### src/hw/rtl/utt_pkg.sv
// Shared types and constants for the UTF-16 to UTF-8 transcoder.
package utt_pkg;

	// Byte order marks as read big-endian from the first byte pair
	localparam logic [15:0] MARK_LE = 16'hfffe;
	localparam logic [15:0] MARK_BE = 16'hfeff;

	// Queue between the front and back parts
	localparam int QUEUE_DEPTH = 4;
	localparam int QPTR_W      = $clog2(QUEUE_DEPTH);
	localparam int QCNT_W      = $clog2(QUEUE_DEPTH + 1);

	// One classified request for the back part: a code point to encode,
	// its UTF-8 length (zero for a bare end marker) and end-of-field status
	typedef struct packed {
		logic [20:0] cp;
		logic [2:0]  len;
		logic        last;
		logic        err;
	} utt_entry_t;

endpackage

### src/hw/rtl/utt_front.sv
// Front part: pairs bytes, detects the byte order mark, joins surrogates.
module utt_front
	import utt_pkg::*;
(
	input  logic       clk,
	input  logic       arst_n,
	input  logic       accept,
	input  logic [7:0] in_byte,
	input  logic       is_last,
	output logic       push,
	output utt_entry_t entry
);

	logic       at_start_q;
	logic       held_valid_q;
	logic       little_endian_q;
	logic       high_pending_q;
	logic       failed_q;
	logic [7:0] held_byte_q;
	logic [9:0] high_half_q;

	logic [15:0] be;
	logic [15:0] u;
	logic        is_mark;
	logic        do_unit;
	logic        is_low;
	logic        is_high;
	logic        n_high_pending;
	logic        n_failed;
	logic        n_set_half;
	logic        emit_en;
	logic [20:0] emit_cp;
	logic [2:0]  emit_len;
	logic        fail_final;

	// Form the code unit from the held byte and the new byte
	assign be      = {held_byte_q, in_byte};
	assign is_mark = at_start_q && ((be == MARK_LE) || (be == MARK_BE));
	assign u       = (little_endian_q && !at_start_q) ? {in_byte, held_byte_q} : be;
	assign do_unit = held_valid_q && !is_mark;
	assign is_low  = (u[15:10] == 6'b110111);
	assign is_high = (u[15:10] == 6'b110110);

	// Classify the unit: surrogate tracking and code point selection
	always_comb begin
		n_high_pending = high_pending_q;
		n_failed       = failed_q;
		n_set_half     = 1'b0;
		emit_en        = 1'b0;
		emit_cp        = {5'd0, u};
		if (do_unit) begin
			if (high_pending_q) begin
				n_high_pending = 1'b0;
				if (is_low) begin
					emit_cp = 21'h10000 + {1'b0, high_half_q, u[9:0]};
					emit_en = !failed_q;
				end else begin
					n_failed = 1'b1;
				end
			end else if (u == 16'd0) begin
				n_failed = failed_q;
			end else if (is_high) begin
				n_high_pending = 1'b1;
				n_set_half     = 1'b1;
			end else if (is_low) begin
				n_failed = 1'b1;
			end else begin
				emit_en = !failed_q;
			end
		end
	end

	// Size the UTF-8 encoding
	always_comb begin
		if (emit_cp[20:7] == 14'd0) begin
			emit_len = 3'd1;
		end else if (emit_cp[20:11] == 10'd0) begin
			emit_len = 3'd2;
		end else if (emit_cp[20:16] == 5'd0) begin
			emit_len = 3'd3;
		end else begin
			emit_len = 3'd4;
		end
	end

	// Build the request for the queue
	assign fail_final = n_failed || n_high_pending;
	assign push       = accept && (emit_en || is_last);
	always_comb begin
		entry.cp   = emit_cp;
		entry.last = is_last;
		entry.err  = is_last && fail_final;
		entry.len  = (emit_en && !(is_last && fail_final)) ? emit_len : 3'd0;
	end

	// Advance the field state; drop back to reset after the final byte
	always_ff @(posedge clk or negedge arst_n) begin
		if (!arst_n) begin
			at_start_q      <= 1'b1;
			held_valid_q    <= 1'b0;
			little_endian_q <= 1'b0;
			high_pending_q  <= 1'b0;
			failed_q        <= 1'b0;
		end else if (accept) begin
			if (is_last) begin
				at_start_q      <= 1'b1;
				held_valid_q    <= 1'b0;
				little_endian_q <= 1'b0;
				high_pending_q  <= 1'b0;
				failed_q        <= 1'b0;
			end else begin
				held_valid_q   <= !held_valid_q;
				high_pending_q <= n_high_pending;
				failed_q       <= n_failed;
				if (held_valid_q) begin
					at_start_q <= 1'b0;
					if (at_start_q && (be == MARK_LE)) begin
						little_endian_q <= 1'b1;
					end
				end
			end
		end
	end

	// Hold the first byte of a pair and the high surrogate bits
	always_ff @(posedge clk) begin
		if (accept && !held_valid_q) begin
			held_byte_q <= in_byte;
		end
		if (accept && n_set_half) begin
			high_half_q <= u[9:0];
		end
	end

endmodule

### src/hw/rtl/utt_queue.sv
// Short request queue between the front and back parts.
module utt_queue
	import utt_pkg::*;
(
	input  logic       clk,
	input  logic       arst_n,
	input  logic       push,
	input  utt_entry_t wr_entry,
	input  logic       pop,
	output utt_entry_t head,
	output logic       not_empty,
	output logic       full
);

	utt_entry_t        mem_q [QUEUE_DEPTH];
	logic [QPTR_W-1:0] wr_ptr_q;
	logic [QPTR_W-1:0] rd_ptr_q;
	logic [QCNT_W-1:0] count_q;

	assign head      = mem_q[rd_ptr_q];
	assign not_empty = (count_q != '0);
	assign full      = (count_q == QCNT_W'(QUEUE_DEPTH));

	// Store a request
	always_ff @(posedge clk) begin
		if (push) begin
			mem_q[wr_ptr_q] <= wr_entry;
		end
	end

	// Advance pointers and occupancy
	always_ff @(posedge clk or negedge arst_n) begin
		if (!arst_n) begin
			wr_ptr_q <= '0;
			rd_ptr_q <= '0;
			count_q  <= '0;
		end else begin
			if (push) begin
				wr_ptr_q <= wr_ptr_q + 1'b1;
			end
			if (pop) begin
				rd_ptr_q <= rd_ptr_q + 1'b1;
			end
			if (push && !pop) begin
				count_q <= count_q + 1'b1;
			end else if (pop && !push) begin
				count_q <= count_q - 1'b1;
			end
		end
	end

endmodule

### src/hw/rtl/utt_back.sv
// Back part: encodes a queued code point to UTF-8, one byte per cycle unless stalled.
module utt_back
	import utt_pkg::*;
(
	input  logic       clk,
	input  logic       arst_n,
	input  utt_entry_t head,
	input  logic       not_empty,
	output logic       pop,
	output logic       out_valid,
	input  logic       out_stall,
	output logic [7:0] out_byte,
	output logic       byte_valid,
	output logic       end_of_field,
	output logic       error
);

	logic       valid_q;
	logic [1:0] idx_q;
	logic [7:0] byte_q;
	logic       byte_valid_q;
	logic       eof_q;
	logic       err_q;

	logic       take;
	logic [2:0] nbytes;
	logic [2:0] last_idx;
	logic       final_byte;
	logic [1:0] from_end;
	logic [5:0] seg;
	logic [7:0] byte_sel;

	assign take       = not_empty && (!valid_q || !out_stall);
	assign nbytes     = (head.len == 3'd0) ? 3'd1 : head.len;
	assign last_idx   = nbytes - 3'd1;
	assign final_byte = (idx_q == last_idx[1:0]);
	assign from_end   = last_idx[1:0] - idx_q;
	assign pop        = take && final_byte;

	// Pick the six payload bits of a continuation byte
	always_comb begin
		case (from_end)
			2'd0:    seg = head.cp[5:0];
			2'd1:    seg = head.cp[11:6];
			2'd2:    seg = head.cp[17:12];
			default: seg = {3'd0, head.cp[20:18]};
		endcase
	end

	// Select the lead byte by length, or a continuation byte
	always_comb begin
		if (idx_q == 2'd0) begin
			case (head.len)
				3'd1:    byte_sel = {1'b0, head.cp[6:0]};
				3'd2:    byte_sel = {3'b110, head.cp[10:6]};
				3'd3:    byte_sel = {4'b1110, head.cp[15:12]};
				3'd4:    byte_sel = {5'b11110, head.cp[20:18]};
				default: byte_sel = 8'h00;
			endcase
		end else begin
			byte_sel = {2'b10, seg};
		end
	end

	// Advance the output valid and byte index
	always_ff @(posedge clk or negedge arst_n) begin
		if (!arst_n) begin
			valid_q <= 1'b0;
			idx_q   <= 2'd0;
		end else begin
			if (take) begin
				valid_q <= 1'b1;
				idx_q   <= final_byte ? 2'd0 : idx_q + 2'd1;
			end else if (!out_stall) begin
				valid_q <= 1'b0;
			end
		end
	end

	// Load the output register
	always_ff @(posedge clk) begin
		if (take) begin
			byte_q       <= byte_sel;
			byte_valid_q <= (head.len != 3'd0);
			eof_q        <= head.last && final_byte;
			err_q        <= head.err;
		end
	end

	assign out_valid    = valid_q;
	assign out_byte     = byte_q;
	assign byte_valid   = byte_valid_q;
	assign end_of_field = eof_q;
	assign error        = err_q;

endmodule

### src/hw/rtl/utf16_to_utf8_transcoder.sv
// UTF-16 to UTF-8 transcoder top level: front part, request queue, back part.
//
// Input channel: one raw byte of a UTF-16 field per request (in_byte),
// with is_last on the final byte. A leading FF FE or FE FF pair picks the
// byte order and is dropped; without one the field is read big-endian.
// Output channel: one UTF-8 byte per request (out_byte, byte_valid = 1),
// or a bare end marker (byte_valid = 0). end_of_field marks the final
// request of each field; error is set on that marker when an unpaired
// surrogate was seen, and data bytes after that surrogate are suppressed.
// Both channels use valid/stall; a request moves when valid is high and
// stall is low.
// With the queue and output idle, the first UTF-8 byte of a code unit is
// written into the queue when its closing input byte is accepted, then
// loaded into the output register. The front takes one byte per cycle
// while in_stall is low; the back gives one UTF-8 byte per cycle while
// out_stall is low. A four-entry queue between them absorbs the extra
// bytes of long code points; in_stall rises only while the queue is full.
// While out_stall is high the output register holds and the queue fills.
// Reset clears the field state, the queue and the output valid.
module utf16_to_utf8_transcoder
	import utt_pkg::*;
(
	input  logic       clk,
	input  logic       arst_n,
	input  logic       in_valid,
	output logic       in_stall,
	input  logic [7:0] in_byte,
	input  logic       is_last,
	output logic       out_valid,
	input  logic       out_stall,
	output logic [7:0] out_byte,
	output logic       byte_valid,
	output logic       end_of_field,
	output logic       error
);

	logic       accept;
	logic       push;
	logic       pop;
	logic       not_empty;
	logic       full;
	utt_entry_t wr_entry;
	utt_entry_t head;

	assign in_stall = full;
	assign accept   = in_valid && !in_stall;

	utt_front u_front (
		.clk     (clk),
		.arst_n  (arst_n),
		.accept  (accept),
		.in_byte (in_byte),
		.is_last (is_last),
		.push    (push),
		.entry   (wr_entry)
	);

	utt_queue u_queue (
		.clk       (clk),
		.arst_n    (arst_n),
		.push      (push),
		.wr_entry  (wr_entry),
		.pop       (pop),
		.head      (head),
		.not_empty (not_empty),
		.full      (full)
	);

	utt_back u_back (
		.clk          (clk),
		.arst_n       (arst_n),
		.head         (head),
		.not_empty    (not_empty),
		.pop          (pop),
		.out_valid    (out_valid),
		.out_stall    (out_stall),
		.out_byte     (out_byte),
		.byte_valid   (byte_valid),
		.end_of_field (end_of_field),
		.error        (error)
	);

	// Never write into a full queue
	assert property (@(posedge clk) disable iff (!arst_n) push |-> !full)
		else $error("request pushed into full queue");

	// A bare marker only closes a field
	assert property (@(posedge clk) disable iff (!arst_n)
		(out_valid && !byte_valid) |-> end_of_field)
		else $error("bare marker without end of field");

	// Error is reported only on a bare end marker
	assert property (@(posedge clk) disable iff (!arst_n)
		(out_valid && error) |-> (!byte_valid && end_of_field))
		else $error("error flag on a data byte");

endmodule

### config.mk
export PLATFORM = sky130hd
export DESIGN_NAME = utf16_to_utf8_transcoder
export DESIGN_NICKNAME = d
export VERILOG_FILES = /design/src/hw/rtl/utt_pkg.sv /design/src/hw/rtl/utt_front.sv /design/src/hw/rtl/utt_queue.sv /design/src/hw/rtl/utt_back.sv /design/src/hw/rtl/utf16_to_utf8_transcoder.sv
export SDC_FILE = /design/constraint.sdc
export NUM_CORES = 1
export LEC_CHECK = 0
export BUFFER_PORTS_ARGS = -buffer_cell sky130_fd_sc_hd__buf_2
export CAP_MARGIN = 20
export CORE_ASPECT_RATIO = 1.75
export CORE_MARGIN = 2
export CORE_UTILIZATION = 43
export DETAILED_ROUTE_END_ITERATION = 7
export PLACE_DENSITY = 0.62
export SETUP_SLACK_MARGIN = 0.05
export SLEW_MARGIN = 20
export SYNTH_ARGS = -nofsm -noshare
export SYNTH_HDL_FRONTEND = slang
export SYNTH_SLANG_ARGS = --single-unit
### constraint.sdc
create_clock -name clk -period 6.9 [get_ports clk]
set_input_delay 0.69 -clock clk [delete_from_list [all_inputs] [get_ports clk]]
set_output_delay 0.69 -clock clk [all_outputs]
set_load 0.005 [all_outputs]
==> flow_summary.ini, run 1 <==
[route]
final_antenna_net_count = 0
via_count = 3775
drt-vias-per-instance = 5.720
wl_um = 13320
firstDrtPassIters = 5
wire_per_inst_um = 20.18
drc_errors = 0
drt_iter0_drc = 300

[clocking]
cts.clk_slew.worst_paths_ns = 0.06
postCtsSetupBuffers = 0
root_buffer = clkbuf_16
clk_latency_ns = 0.41
cts_tree = yes
clk_path_buf_depth = 2
cts_resized = 0
hold_buffers = 0
clock-sinks = 148
cts_inserted_buffers = 17
htree_levels = 4

[worst_setup_path]
r2r_cells = 11
crit_required_ns = 7.24
critPathMaxFanout = 28
end_kind = register
rrSetupSlack_ns = 2.68
worst_setup_path_start_kind = register
critical_path_arrival_ns = 4.56
reg2reg_to = u_queue.count_q[2]
r2r_start = u_queue.rd_ptr_q[0]
path_class = reg2reg

[final_layout]
fin_nets = 486
instances_no_fill = 660
fin_util_pct = 50.60
drive_above_1_share_pct = 21.80
synthToLayoutAreaGrowth_pct = 14.42
num_antenna_cells = 0

[yosys]
synth_warnings = 0
yosysMostFrequentCell = edfxtp_1
synth_edf_count = 133
synth_area_leaders = edfxtp_1 61%, mux4_2 8.9%, dfrtp_1 5.3%, nand2_1 2.4%, mux2_2 1.7%
synth-seq-cells = 148
syn_nets = 454
async_reset_ff_share_pct = 10.14
synth_common_cells = 133 x edfxtp_1, 43 x nand2_1, 26 x mux4_2, 23 x nor2_1, 15 x a21oi_1
postSynthAreaPerCell_um2 = 15.27
yosysSeqAreaShare_pct = 66.27
netlist_area_um2 = 6595
synth_top_area_share_pct = 60.56
synth_cell_types = 55
syn_inst = 432
synth.largest_area_cell = edfxtp_1
yosys_most_used_dff = edfxtp_1

[power_and_ir_drop]
leakage_uw = 0.002633
ir_drop_mv = 0.2126
power.density_nw_per_um2 = 453.6

[place]
numPortBuffers = 25
dp_cells = 628
dpl.hpwl_um = 9070
gp_congestion = 0.8669

[die]
die_h_um = 167.8
die-width_um = 97.62
die-area_um2 = 16380
start_util_pct = 44.23
num_rows = 59
core-area_um2 = 14910
ios = 26

[timing]
slew-limit-headroom_pct = 37.41
rsz0062_at_grt = false
period_share_pct = 61.22
fmax_ghz = 0.2367
drv_slew = 0
skew_ns = 0.01106
final-hold-violation-count = 0
worst_slew_pin_slew_ns = 0.9369
fin_setup_tns_ns = 0
finalCriticalPeriod_ns = 4.224
setup_viol = 0

[hold_path]
worstHoldPathType = in2async

[run_status]
status = finished, final reports clean

[global_route]
grt_usage_pct = 17.32
grt_pass1_vias = 3874
grt_max_degree = 29
antenna_found_initial = 0
grt-ovfl-total = 0
grt_pass1_wl_um = 21450

[job]
maxCapViolCount = 0
[power breakdown]
part | internal [uW] | switching, uW
combinational | 507 | 647
clock | 622 | 332
sequential | 1210 | 109
[flip-flops by register name (all words and copies together) (netlist names)]
name                     count
u_queue.mem_q              104
u_front.high_half_q         10
u_back.out_byte              8
u_front.held_byte_q          8
u_queue.count_q              3
u_back.idx_q                 2
u_queue.rd_ptr_q             2
u_queue.wr_ptr_q             2
u_back.byte_valid            1
u_back.end_of_field          1
u_back.error                 1
u_back.out_valid             1
u_front.at_start_q           1
u_front.failed_q             1
u_front.held_valid_q         1
u_front.high_pending_q       1
u_front.little_endian_q      1
[layout by cell type, fill, tap and decap left out, types with 8 or more instances in the layout]
cell type / n
edfxtp_1: 133
inv_1: 11
a21oi_1: 15
nor2_1: 23
buf_2: 25
o21ai_0: 11
mux2_2: 10
nand3_1: 14
mux2i_1: 10
nand2_1: 43
ha_1: 8
dfrtp_1: 13
clkbuf_16: 17
mux4_2: 26
[per-stage QoR]
step | area (um^2) | total power (uW) | setup slack (ns) | hold slack, ns
after floorplan | 6595 | 2174 | 3.545 | 0.3944
after global placement | 6918 | 2469 | 2.682 | 0.4705
after detailed placement | 6927 | 2495 | 2.614 | 0.4771
after CTS | 7546 | 3459 | 2.594 | 0.1895
after global routing | 7546 | 3622 | 2.347 | 0.2003
final | 7546 | 3423 | 2.676 | 0.1921
[critical path: stages (launching register included)]
cell and delay [ns]:
dfrtp_2 0.97, mux4_2 0.78, or3b_1 0.54, a211o_1 0.38
and2_1 0.21, nand2_1 0.11, ha_1 0.20, inv_1 0.07
fa_1 0.43, xor2_1 0.18, nor2_1 0.11, xor2_1 0.16
[worst max-delay path by stage]
stage	from	end	slack [ns]	cells past startpoint
after floorplan	u_queue.rd_ptr_q[0]	u_queue.count_q[2]	3.55	14
after global placement	u_queue.rd_ptr_q[0]	u_queue.count_q[2]	2.68	11
after detailed placement	u_queue.rd_ptr_q[0]	u_queue.count_q[2]	2.61	11
after CTS	u_queue.rd_ptr_q[0]	u_queue.count_q[2]	2.59	11
after global routing	u_queue.rd_ptr_q[0]	u_queue.count_q[2]	2.35	11
final	u_queue.rd_ptr_q[0]	u_queue.count_q[2]	2.68	11
[layer usage]
layer	part of all wire [%]	global-route usage, %	up-vias	wire length, um
li1	-	-	1746	-
met1	39	19.42	1918	5157
met2	55	31.24	83	7387
met3	2.6	3.694	28	342
met4	3.2	8.031	0	429
met5	0	0	-	0
[kinds of logic after synthesis]
kind of cell	Yosys count	synth area share [%]
compound gates	58	6.223
xor+xnor	11	1.575
fa+ha+maj	9	1.821
buf+inv	29	1.897
flops	148	66.27
mux	48	12.45
simple gates	129	9.770
[area by class of cell]
cell class	instances	area, um^2
tap	183	229.0
inverter	11	41.29
sequential	148	4372
clock buffer	22	464.2
clock inverter	10	155.1
multi-input combinational	255	2115
timing repair buffer	31	170.2
fill	1285	7366
Power figures use the tool's default switching activity.
==> inputs of run 2 (changes only) <==
Settings changed: ABC_AREA set to 1, PLACE_DENSITY 0.62 to 0.64.
Clock period 6.9 ns to 3.8 ns, I/O delays scaled along.
==> flow_summary.ini, run 2 <==
[yosys]
syn_nets = 673
postSynthAreaPerCell_um2 = 10.44
synth-seq-cells = 148
synth_edf_count = 133
synth_warnings = 0
synth_compound_area_share_pct = 8.336
synthAdderAreaFrac_pct = 1.767
synth-simple-area-share_pct = 19.87
netlist_area_um2 = 6799
synth_common_cells = 145 x nand2_1, 133 x edfxtp_1, 73 x nor2_1, 52 x nand3_1, 48 x inv_1
syn_inst = 651
synthXorXnorAreaFrac_pct = 0.6441
synthMuxAreaShare_pct = 0.1656
synth_cell_types = 41
synth_top_family_by_area = simple AND/OR/NAND/NOR gates
yosys_most_used_dff = edfxtp_1
synth_top_area_share_pct = 58.74
synth_area_leaders = edfxtp_1 59%, nand2_1 8.0%, dfrtp_1 5.2%, nor2_1 4.0%, nand3_1 3.8%
yosysMostFrequentCell = nand2_1
yosysSeqAreaShare_pct = 64.28
synth.largest_area_cell = edfxtp_1
async_reset_ff_share_pct = 10.14

[worst_setup_path]
critical_path_arrival_ns = 3.47
crit_required_ns = 4.09
r2r_cells = 20
end_kind = register
worst_setup_path_start_kind = register
critPathMaxFanout = 11
path_class = reg2reg

[die]
die_h_um = 170.3
ios = 26
die-area_um2 = 16870
start_util_pct = 44.18
num_rows = 60
core-area_um2 = 15390
die-width_um = 99.06

[clocking]
clk_latency_ns = 0.42
clock-sinks = 148
postCtsSetupBuffers = 0
cts_inserted_buffers = 17
root_buffer = clkbuf_16
clk_path_buf_depth = 2
cts.clk_slew.worst_paths_ns = 0.06
htree_levels = 4
cts_tree = yes

[timing]
slew-limit-headroom_pct = 40.95
finalCriticalPeriod_ns = 3.177
fmax_ghz = 0.3147
worst_slew_pin_slew_ns = 0.8824
setup_viol = 0
fin_hold_ws_ns = 0.1865
drv_slew = 0
period_share_pct = 83.61
rsz0062_at_grt = false
final-hold-violation-count = 0
skew_ns = 0.01080
fin_setup_tns_ns = 0

[route]
firstDrtPassIters = 4
wire_per_inst_um = 17.31
via_count = 4708
final_antenna_net_count = 0
drc_errors = 0
drt-vias-per-instance = 5.320
wl_um = 15320
drt_iter0_drc = 293

[final_layout]
final_cell_mix = 145 x nand2_1, 133 x edfxtp_1, 69 x nor2_1
fin_nets = 708
synthToLayoutAreaGrowth_pct = 13.65
layout_commonest_cell = nand2_1
reg_top3 = u_queue.mem_q (104), u_front.high_half_q (10)
top_register = u_queue.mem_q
fin_util_pct = 50.21
instances_no_fill = 885
num_antenna_cells = 0
largest_reg_flops = 104
drive_above_1_share_pct = 16.45

[place]
gp_congestion = 0.8887
numPortBuffers = 25
dp_cells = 852
dpl.hpwl_um = 10780

[global_route]
grt_pass1_wl_um = 24740
antenna_found_initial = 0
grt-ovfl-total = 0
grt_usage_pct = 19.30
grt_max_degree = 43
grt_pass1_vias = 4781

[power_and_ir_drop]
leakage_uw = 0.003024
power.density_nw_per_um2 = 848.7
ir_drop_mv = 0.4314
finalPower_uw = 6558

[hold_path]
worstHoldPathType = in2reg
min_path_cells = 1

[job]
maxCapViolCount = 0

[run_status]
status = finished, final reports clean
run 2: where the power goes:
group / internal (uW) / total, uW / leakage [uW] / switching (uW)
clock: 938 / 1580 / 0.000270 / 641
combinational: 822 / 2600 / 0.00135 / 1770
sequential: 2240 / 2380 / 0.00141 / 144
run 2: kinds of logic (layout without fill, tap and decap cells):
logic type	after synthesis	in the layout
XOR/XNOR	5	5
multiplexers	1	1
buffers and inverters	83	131
adder cells (fa/ha/maj)	9	9
flip-flops	148	148
AO/OA/AOI/OAI	96	96
AND/OR/NAND/NOR	309	309
run 2: worst paths after layout:
path	start	end	slack (ns)
worst max-delay path	u_front.little_endian_q	u_queue.count_q[2]	0.62
worst min-delay path	in_byte[5]	u_front.held_byte_q[5]	0.19
worst max register to register	u_front.little_endian_q	u_queue.count_q[2]	0.62
worst min register to register	u_back.out_valid	u_back.out_valid	0.51
max in group asynchronous	arst_n	u_front.at_start_q	3.06
min in group asynchronous	arst_n	u_queue.count_q[2]	0.41
run 2: cell type report:
cell class                 instances  area [um^2]
tap                              186        232.7
sequential                       148         4370
clock buffer                      21        460.4
multi-input combinational        420         2103
inverter                          61        229.0
timing repair buffer              38        225.2
clock inverter                    11        106.4
fill                            1348         7662
run 2: routing by layer:
metal	up-vias	wire (um)	global-route usage [%]
met3	42	503	3.532
met1	2233	5654	19.78
li1	2313	-	-
met4	0	635	10.18
met2	120	8525	36.40
met5	-	0	0
run 2: critical path: stages, from the launching register on:
cell	delay [ns]
dfrtp_1	0.43
inv_2	0.06
nor2_2	0.37
nand2_1	0.09
o21ai_1	0.28
nor2_1	0.11
nand3_1	0.09
nor2_1	0.04
nand2_1	0.07
nand2_1	0.06
nand2_1	0.07
nand2_2	0.07
nand2_2	0.09
nand2_2	0.12
inv_2	0.07
ha_1	0.14
inv_1	0.07
fa_1	0.43
a21oi_1	0.14
o21ai_0	0.11
xor2_1	0.16
run 2: timing repair:
item / 4_1_cts / 5_1_grt
hold buffers: 1 / 0
endpoints found under the hold margin: 14 / 0
setup endpoints to repair: 0 / 0
gates resized for setup: 0 / 0
run 2: metrics by stage:
| stage | setup slack [ns] | instance area, um^2 |
|---|---|---|
| 2_1_floorplan | 0.6332 | 6799 |
| 3_3_place_gp | 0.6526 | 7151 |
| 3_5_place_dp | 0.6177 | 7151 |
| 4_1_cts | 0.5974 | 7727 |
| 5_1_grt | 0.1679 | 7727 |
| 6_report | 0.6227 | 7727 |
